==> src/design/ipdfx_pkg.sv <==
// ----------------------------------------------------------------------------
// ipdfx_pkg
// shared constants for the +IPD frame extractor: header characters and widths
// ----------------------------------------------------------------------------
`default_nettype none

package ipdfx_pkg;

	// header and length characters
	localparam logic [7:0] CH_PLUS  = 8'h2B;  // '+'
	localparam logic [7:0] CH_I     = 8'h49;  // 'I'
	localparam logic [7:0] CH_P     = 8'h50;  // 'P'
	localparam logic [7:0] CH_D     = 8'h44;  // 'D'
	localparam logic [7:0] CH_COMMA = 8'h2C;  // ','
	localparam logic [7:0] CH_COLON = 8'h3A;  // ':'
	localparam logic [7:0] CH_ZERO  = 8'h30;  // '0'
	localparam logic [7:0] CH_NINE  = 8'h39;  // '9'

	// width of the frame length and the payload byte counter
	localparam int LEN_W = 30;

	// default limit on length characters (digits plus colon)
	localparam int MAX_LENGTH_CHARS_DEF = 10;

	// reset value of the payload limit register
	localparam logic [7:0] MAX_PAYLOAD_RST = 8'd255;

endpackage : ipdfx_pkg

`default_nettype wire

==> src/design/ipd_frame_extractor.sv <==
// ----------------------------------------------------------------------------
// ipd_frame_extractor
// pulls the payload of "+IPD,<len>:<payload>" records out of a modem stream
// ----------------------------------------------------------------------------
// usage
//   s_axis: one received modem byte per transaction; bytes ahead of a header
//   are dropped. a decimal length of up to MAX_LENGTH_CHARS-1 digits, closed
//   by ':', follows the header, then exactly that many payload bytes.
//   m_axis: one payload byte per transaction; tlast marks the final byte that
//   is emitted for a frame, tuser marks that byte when the frame was longer
//   than max_payload_bytes (the surplus is consumed but never sent).
//   cfg_wr_en / cfg_wr_data: writes max_payload_bytes (zero acts as one);
//   write only while the block is idle.
// throughput
//   one byte per cycle while m_axis_tready is high; a payload byte is on
//   m_axis in the cycle after its input transaction. the rate is set by the
//   single output register, which loads a new byte in the cycle it drains.
// reset
//   arst_n clears the parser to the header hunt, empties the output register
//   and sets the payload limit to 255.
// stalls
//   while a result waits and m_axis_tready is low, s_axis_tready drops;
//   nothing is lost or repeated.
// ----------------------------------------------------------------------------
`default_nettype none

module ipd_frame_extractor
	import ipdfx_pkg::*;
#(
	parameter int MAX_LENGTH_CHARS = MAX_LENGTH_CHARS_DEF
) (
	input  wire logic       clk,
	input  wire logic       arst_n,
	// configuration
	input  wire logic       cfg_wr_en,
	input  wire logic [7:0] cfg_wr_data,     // max_payload_bytes
	// received byte stream
	input  wire logic       s_axis_tvalid,
	output logic            s_axis_tready,
	input  wire logic [7:0] s_axis_tdata,    // [7:0] rx_byte
	// payload stream
	output logic            m_axis_tvalid,
	input  wire logic       m_axis_tready,
	output logic [7:0]      m_axis_tdata,    // [7:0] payload_byte
	output logic            m_axis_tlast,    // last
	output logic            m_axis_tuser     // [0] truncated
);

	// enough bits to count length digits up to MAX_LENGTH_CHARS-1
	localparam int DCNT_W = $clog2(MAX_LENGTH_CHARS);
	localparam logic [DCNT_W-1:0] DIGIT_LIMIT = DCNT_W'(MAX_LENGTH_CHARS - 1);

	typedef enum logic [2:0] {
		PH_HUNT,
		PH_I,
		PH_P,
		PH_D,
		PH_COMMA,
		PH_LEN,
		PH_DATA
	} phase_t;

	// parser state
	phase_t             phase_q, phase_d;
	logic [DCNT_W-1:0]  digit_cnt_q, digit_cnt_d;
	logic [LEN_W-1:0]   frame_len_q, frame_len_d;
	logic [LEN_W-1:0]   seen_q, seen_d;
	logic [7:0]         max_payload_q;

	// output register
	logic               out_valid_q;
	logic [7:0]         out_byte_q;
	logic               out_last_q;
	logic               out_trunc_q;

	// per-byte decode
	logic               in_fire;
	logic               emit;
	logic               emit_last;
	logic               emit_trunc;
	logic [7:0]         maxb;
	logic [LEN_W-1:0]   maxb_ext;
	logic [LEN_W-1:0]   seen_inc;
	logic               is_digit;
	logic [LEN_W-1:0]   len_times10;
	phase_t             hunt_phase;

	// output slot frees in the same cycle it is drained
	assign s_axis_tready = !out_valid_q || m_axis_tready;
	assign in_fire       = s_axis_tvalid && s_axis_tready;

	assign m_axis_tvalid = out_valid_q;
	assign m_axis_tdata  = out_byte_q;
	assign m_axis_tlast  = out_last_q;
	assign m_axis_tuser  = out_trunc_q;

	// a zero limit acts as one
	assign maxb     = (max_payload_q == 8'd0) ? 8'd1 : max_payload_q;
	assign maxb_ext = LEN_W'(maxb);
	assign seen_inc = seen_q + LEN_W'(1);

	assign is_digit    = (s_axis_tdata >= CH_ZERO) && (s_axis_tdata <= CH_NINE);
	// times ten as two shifts and an add
	assign len_times10 = (frame_len_q << 3) + (frame_len_q << 1);

	// a stray '+' can itself start a new header
	assign hunt_phase = (s_axis_tdata == CH_PLUS) ? PH_I : PH_HUNT;

	// payload byte emission, only meaningful in the payload phase
	always_comb begin
		emit       = (phase_q == PH_DATA) && (seen_q < maxb_ext);
		emit_last  = (seen_inc == frame_len_q) || (seen_inc == maxb_ext);
		emit_trunc = emit_last && (frame_len_q > maxb_ext);
	end

	// next parser state for an accepted byte
	always_comb begin
		phase_d     = phase_q;
		digit_cnt_d = digit_cnt_q;
		frame_len_d = frame_len_q;
		seen_d      = seen_q;
		unique case (phase_q)
			PH_HUNT: begin
				phase_d = hunt_phase;
			end
			PH_I: begin
				phase_d = (s_axis_tdata == CH_I) ? PH_P : hunt_phase;
			end
			PH_P: begin
				phase_d = (s_axis_tdata == CH_P) ? PH_D : hunt_phase;
			end
			PH_D: begin
				phase_d = (s_axis_tdata == CH_D) ? PH_COMMA : hunt_phase;
			end
			PH_COMMA: begin
				if (s_axis_tdata == CH_COMMA) begin
					phase_d     = PH_LEN;
					digit_cnt_d = '0;
					frame_len_d = '0;
				end else begin
					phase_d = hunt_phase;
				end
			end
			PH_LEN: begin
				if (s_axis_tdata == CH_COLON) begin
					// empty or zero length drops the frame
					if (digit_cnt_q == '0 || frame_len_q == '0) begin
						phase_d = PH_HUNT;
					end else begin
						phase_d = PH_DATA;
						seen_d  = '0;
					end
				end else if (is_digit) begin
					// no room left for the colon: drop the frame
					if (digit_cnt_q >= DIGIT_LIMIT) begin
						phase_d = PH_HUNT;
					end else begin
						frame_len_d = len_times10 + LEN_W'(s_axis_tdata[3:0]);
						digit_cnt_d = digit_cnt_q + DCNT_W'(1);
					end
				end else begin
					phase_d = hunt_phase;
				end
			end
			PH_DATA: begin
				seen_d = seen_inc;
				if (seen_inc >= frame_len_q) begin
					phase_d = PH_HUNT;
				end
			end
			default: begin
				phase_d = hunt_phase;
			end
		endcase
	end

	// state and registered outputs
	always_ff @(posedge clk or negedge arst_n) begin
		if (!arst_n) begin
			phase_q       <= PH_HUNT;
			digit_cnt_q   <= '0;
			frame_len_q   <= '0;
			seen_q        <= '0;
			max_payload_q <= MAX_PAYLOAD_RST;
			out_valid_q   <= 1'b0;
			out_byte_q    <= '0;
			out_last_q    <= 1'b0;
			out_trunc_q   <= 1'b0;
		end else begin
			if (cfg_wr_en) begin
				max_payload_q <= cfg_wr_data;
			end
			if (in_fire) begin
				phase_q     <= phase_d;
				digit_cnt_q <= digit_cnt_d;
				frame_len_q <= frame_len_d;
				seen_q      <= seen_d;
			end
			if (in_fire && emit) begin
				out_valid_q <= 1'b1;
				out_byte_q  <= s_axis_tdata;
				out_last_q  <= emit_last;
				out_trunc_q <= emit_trunc;
			end else if (m_axis_tready) begin
				out_valid_q <= 1'b0;
			end
		end
	end

`ifndef ASSERT_OFF
	// truncation is only ever flagged on the final byte
	a_trunc_on_last: assert property (@(posedge clk) disable iff (!arst_n)
		m_axis_tvalid && m_axis_tuser |-> m_axis_tlast)
		else $error("truncated flag without last");

	// a new result only comes from a byte taken in the payload phase
	a_emit_from_data: assert property (@(posedge clk) disable iff (!arst_n)
		$rose(m_axis_tvalid) |-> $past(in_fire && phase_q == PH_DATA))
		else $error("result without a payload byte");

	// digit counter never passes the length character limit
	a_digit_bound: assert property (@(posedge clk) disable iff (!arst_n)
		digit_cnt_q <= DIGIT_LIMIT)
		else $error("digit counter out of range");

	// inside a frame the consumed count stays below the frame length
	a_seen_bound: assert property (@(posedge clk) disable iff (!arst_n)
		phase_q == PH_DATA |-> seen_q < frame_len_q)
		else $error("payload counter past frame length");
`endif

endmodule : ipd_frame_extractor

`default_nettype wire
==> config.mk <==
export PLATFORM = sky130hd
export DESIGN_NAME = ipd_frame_extractor
export DESIGN_NICKNAME = d
export VERILOG_FILES = /design/src/design/ipdfx_pkg.sv /design/src/design/ipd_frame_extractor.sv
export SDC_FILE = /design/constraint.sdc
export NUM_CORES = 1
export LEC_CHECK = 0
export BUFFER_PORTS_ARGS = -buffer_cell sky130_fd_sc_hd__buf_2
export CAP_MARGIN = 25
export CORE_ASPECT_RATIO = 2
export CORE_MARGIN = 5
export CORE_UTILIZATION = 50
export DETAILED_ROUTE_END_ITERATION = 6
export PLACE_DENSITY = 0.64
export SYNTH_ARGS = -nofsm -noshare
export SYNTH_HDL_FRONTEND = slang
export SYNTH_SLANG_ARGS = --single-unit
==> constraint.sdc <==
create_clock -name clk -period 5.15 [get_ports clk]
set_clock_uncertainty 0.15 [all_clocks]
set_input_delay 0 -clock clk [delete_from_list [all_inputs] [get_ports clk]]
set_output_delay 0 -clock clk [all_outputs]
set_load 0.05 [all_outputs]
# After elaboration in Yosys (flattened, before gate mapping)
# Index checks and enable logic that the tools add are counted.
# word_totals
regBits,86
latch_bits,0
ram_bits,0
mem_bits_ro,0
out_inout_bits,12
wordCells,86
n_memories,0
# op_classes
add_sub_neg,4
multipliers,0
div,0
order_cmp,6
n_eq_ne,22
n_shift,0
n_mux,27
bitwise_logic,0
n_reduce_logical,18
# op_table
cell,n
$mux 30,6
$pmux 30 s2,2
$add 30x1->30 const B,1
$add 30x30->30,1
$add 30x4->30,1
$eq 30x30->1,1
$eq 30x8->1,1
$ge 30x30->1,1
$gt 30x8->1,1
$logic_not 30->1,1
$lt 30x8->1,1
$eq 8x6->1 const B,3
$eq 8x7->1 const B,3
$mux 3,7
$pmux 3 s6,1
$mux 4,4
$ne 2x2->1 const B,6
$eq 3x3->1 const B,3
$ge 8x6->1 const B,1
$le 8x6->1 const B,1
$logic_not 8->1,1
$mux 8,1
$pmux 4 s2,1
$eq 3x2->1 const B,2
other kinds (15),26

# Logic depth before layout (Yosys ltp)
# depth
word_depth,6
ltp_mapped,16

# Worst setup path before layout
# OpenSTA, ideal clock, no wires.
# synth_path
path_kind,register -> register
start,register seen_q[0]
end,register phase_q[1]
setup_ns,0.125
arrival_time_ns,3.354
t_required_ns,4.875
setup_slack_ns,1.521
path_stages_with_launch,16
n_path_buf,0
synth_period_minus_slack_ns,3.629
path_cell_list,dfrtp_1 ha_1 nand4_1 nor4_4 nand2_1 nor3_1 xor2_1 ha_1 nand4_1 nor3_1 nor3_1 o211ai_1 o221ai_1 a31oi_1 nor4bb_1 nor2_1
# synth_via
elab_chain_len,4
# synth_lines
item,line_no,rtl
start: declaration,ipd_frame_extractor.sv:67,"logic [LEN_W-1:0] seen_q, seen_d;"
start signal: assignment,ipd_frame_extractor.sv:197,seen_q <= seen_d;
$add 30x1->30,ipd_frame_extractor.sv:100,assign seen_inc = seen_q + LEN_W'(1);
$ge 30x30->1,ipd_frame_extractor.sv:167,if (seen_inc >= frame_len_q) begin
$ne 2x1->1 (no source line),-,
$reduce_and 3->1 (no source line),-,
end signal: assignment,ipd_frame_extractor.sv:194,phase_q <= phase_d;
end: declaration,ipd_frame_extractor.sv:64,"phase_t phase_q, phase_d;"
# Every way passes these cells.
# A chain may end at the register's enable or synchronous reset.

# Worst setup path after layout
# Same ends and word-level chain as after synthesis.

==> metrics.txt <==
# IOs 33; CP peak stage delay 0.55 ns; DR WL/cell 18.95 um; post_cts resized 0; Seq pwr share 32.4%; max cap viols 0; r2r endpoint phase_q[1]$_DFFE_PN0P_; most common cell after layout, fill and taps aside ha_1; CP Data Arrival Time 4.35 ns; placed cells 1,068; Seq/Total Area, Yosys 28.69%; Die X-Extent 96.82 um; Synth Net Count 998; GR Overflow Total 0; FF-to-FF setup slack 0.88 ns; Area contributors post-synth dfrtp_1 26%, ha_1 17%, o21ai_0 5.2%; pwr dens 347.4 nW/um^2; CP Capture Type flip-flop; clock tree from TritonCTS yes; Final Hold Slack 0.05713 ns; crit start category flip-flop; Crit Path Class flip-flop to flip-flop; Mapped Cells 870; clock root cell clkbuf_16; largest net degree at the start of global routing 73; Max stage delay cell, worst path nor4_4; most frequent cells in the layout 105 x ha_1, 81 x nand2_1, 78 x dfrtp_1; Mapped Avg Cell Area 8.663 um^2; Clock power frac 23.7%; Crit Path Max Fanout 9; Critical Path RT 5.23 ns; Fin. Hold Viols 0; Post-DP HPWL 16,240 um; Non-Filler Instances 1,119; RR Startpoint seen_q[0]$_DFFE_PN0P_; worst setup path startpoint seen_q[0]$_DFFE_PN0P_; Tmin final 4.267 ns; Final Core Density 57.55%; status finished, final reports clean; Switching Share 42.14%; Slew Limit Fails 0; vias in the first global route 6,828; drt via density 6.020; diode count 0; DR vias 6,736; Rows 63; Comb pwr share 43.9%; Worst slew margin 33.97%; FMAX 0.2343 GHz; nets 1,047; RSZ-0062 raised after global routing false; Worst R2R Path Depth 15; clk sinks 86; initial antenna violation count 0; Sw Pwr 1.249 mW; CP Cell Sequence ha_1 > nand4_1 > nor4_4 > nand2_1 > nor3_1 > xor2_1 > ha_1 > nand4_1 > nor3_1 > nor3_1 > o211ai_1 > o221ai_1 > a31oi_1 > nor4bb_1 > nor2_1; drt pass-1 iters 5; first-pass GRT wire length 34,560 um; TritonCTS Buffers 9; Die Ht 183.6 um; clk_lat worst skew 0.35 ns; DIE AREA 17,780 um^2; gpl congestion 0.8952; Area Overhead vs Synth 13.15%; Hold Path Class primary input to asynchronous set/reset pin; setup TNS 0 ns; area leader, netlist dfrtp_1; Residual DRC 0; Main synth FF type dfrtp_1; H-tree depth 3; share of layout cells above drive strength 1 10.28%; Tightest Pin Transition 0.9894 ns; Total Wirelength 21,200 um; Async S/R FF share, synth 100.0%; initial cell density of the core 50.86%; most frequent cell on the critical path nor3_1; Int Pwr 1.714 mW; Yosys reg bits 86; Lkg Pwr 4.150 nW; Syn. warnings 0; number of synthesized flops with an enable pin 0; VDD IR max 179.7 uV; antenna-violating nets left 0; All-Layer GR Usage 24.06%; Clock Path Buffers 2; Synth top area share 25.90%; number of port buffers 32; hold_buf cts 34; postcts setup bufs 0; Tcrit/Tclk final 82.86%; mapped cell area 7537 um^2; 1st-iter DRT viols 371; # setup viols final 0; Yosys cell types 75; clock-pin slew on the worst setup and hold paths 0.07 ns; core footprint 14,820 um^2
-- critical path, delay by kind of cell, from the launching register on --
| kind | cells | cell delay (ns) |
|---|---|---|
| and+or+nand+nor | 9 | 2.13 |
| AOI/OAI and AO/OA | 3 | 0.66 |
| adders and majority gates | 2 | 0.58 |
| DFF | 1 | 0.48 |
| xor gates and xnor gates | 1 | 0.13 |
-- per-layer routing --
layer	share of wire [%]	GRT usage, %
met2	53	44.27
met1	37	26.03
met4	6.5	15.80
met3	2.6	2.127
met5	0	0
-- state kept, by name (all words and copies together) (netlist names) --
| signal | cells |
|---|---|
| frame_len_q | 30 |
| seen_q | 30 |
| m_axis_tdata | 8 |
| max_payload_q | 8 |
| digit_cnt_q | 4 |
| phase_q | 3 |
| m_axis_tlast | 1 |
| m_axis_tuser | 1 |
| m_axis_tvalid | 1 |
-- through the flow --
step	setup slack (ns)	total power, mW	cell area [um^2]
floorplan	1.521	1.834	7537
global placement	1.072	2.185	7830
detailed placement	0.9495	2.248	7845
CTS	0.9190	2.974	8501
global route	0.3895	3.180	8528
finish	0.8828	2.963	8528
-- Yosys cell counts (4+ instances only) --
cell and n:
o21ai_0 78, xor2_1 24, o31ai_1 7, buf_2 10, xnor2_1 34, dfrtp_1 78, ha_1 105, nor3b_1 5
nand4_1 23, nand2b_1 7, nor4_1 16, nor2b_1 12, nand2_1 81, a21oi_1 40, a211oi_1 6, o21bai_1 7
inv_1 65, a31oi_1 6, o211ai_1 6, dfstp_2 8, a22o_1 13, a21o_1 14, clkbuf_1 20, nor2_1 38
and2_1 8, o21a_1 8, nand3_1 43, and4_1 4, o21ai_1 4, and3_1 12, nor3_1 10, a311oi_1 4
mux2_2 11
-- power groups by stage --
stage          Combinational (mW)  Clock, mW  Sequential, mW
6_report                     1.30      0.703           0.959
2_1_floorplan               0.799          0            1.03
4_1_cts                      1.31      0.710           0.956
3_3_place_gp                 1.23          0           0.958
5_1_grt                      1.46      0.741           0.979
3_5_place_dp                 1.28          0           0.969
-- worst max path at each step --
stage                                         to  slack (ns)  depth (start not counted)
after global routing      phase_q[1]$_DFFE_PN0P_        0.39                         15
after detailed placement  phase_q[1]$_DFFE_PN0P_        0.95                         15
after global placement    phase_q[1]$_DFFE_PN0P_        1.07                         15
final                     phase_q[1]$_DFFE_PN0P_        0.88                         15
after floorplan           phase_q[1]$_DFFE_PN0P_        1.52                         15
after CTS                 phase_q[1]$_DFFE_PN0P_        0.92                         15
-- cells by family (layout without fill, tap and decap cells) --
family          count (synthesis)  count (layout)  share of synthesized area, %
buf+inv                       102             156                         5.528
xor+xnor                       59              59                         7.039
fa+ha+maj                     108             108                         18.09
flops                          86              86                         28.69
mux                            14              14                         2.042
compound gates                212             212                         17.68
simple gates                  289             289                         20.93
-- cell type report --
type / count / area (um^2)
clock inverter: 6 / 86.33
tap: 195 / 244.0
inverter: 65 / 244.0
clock buffer: 10 / 229.0
multi-input combinational: 682 / 4965
fill: 1362 / 6291
timing repair buffer: 75 / 598.1
sequential: 86 / 2162
No activity file was read; power rests on OpenSTA's default activity.
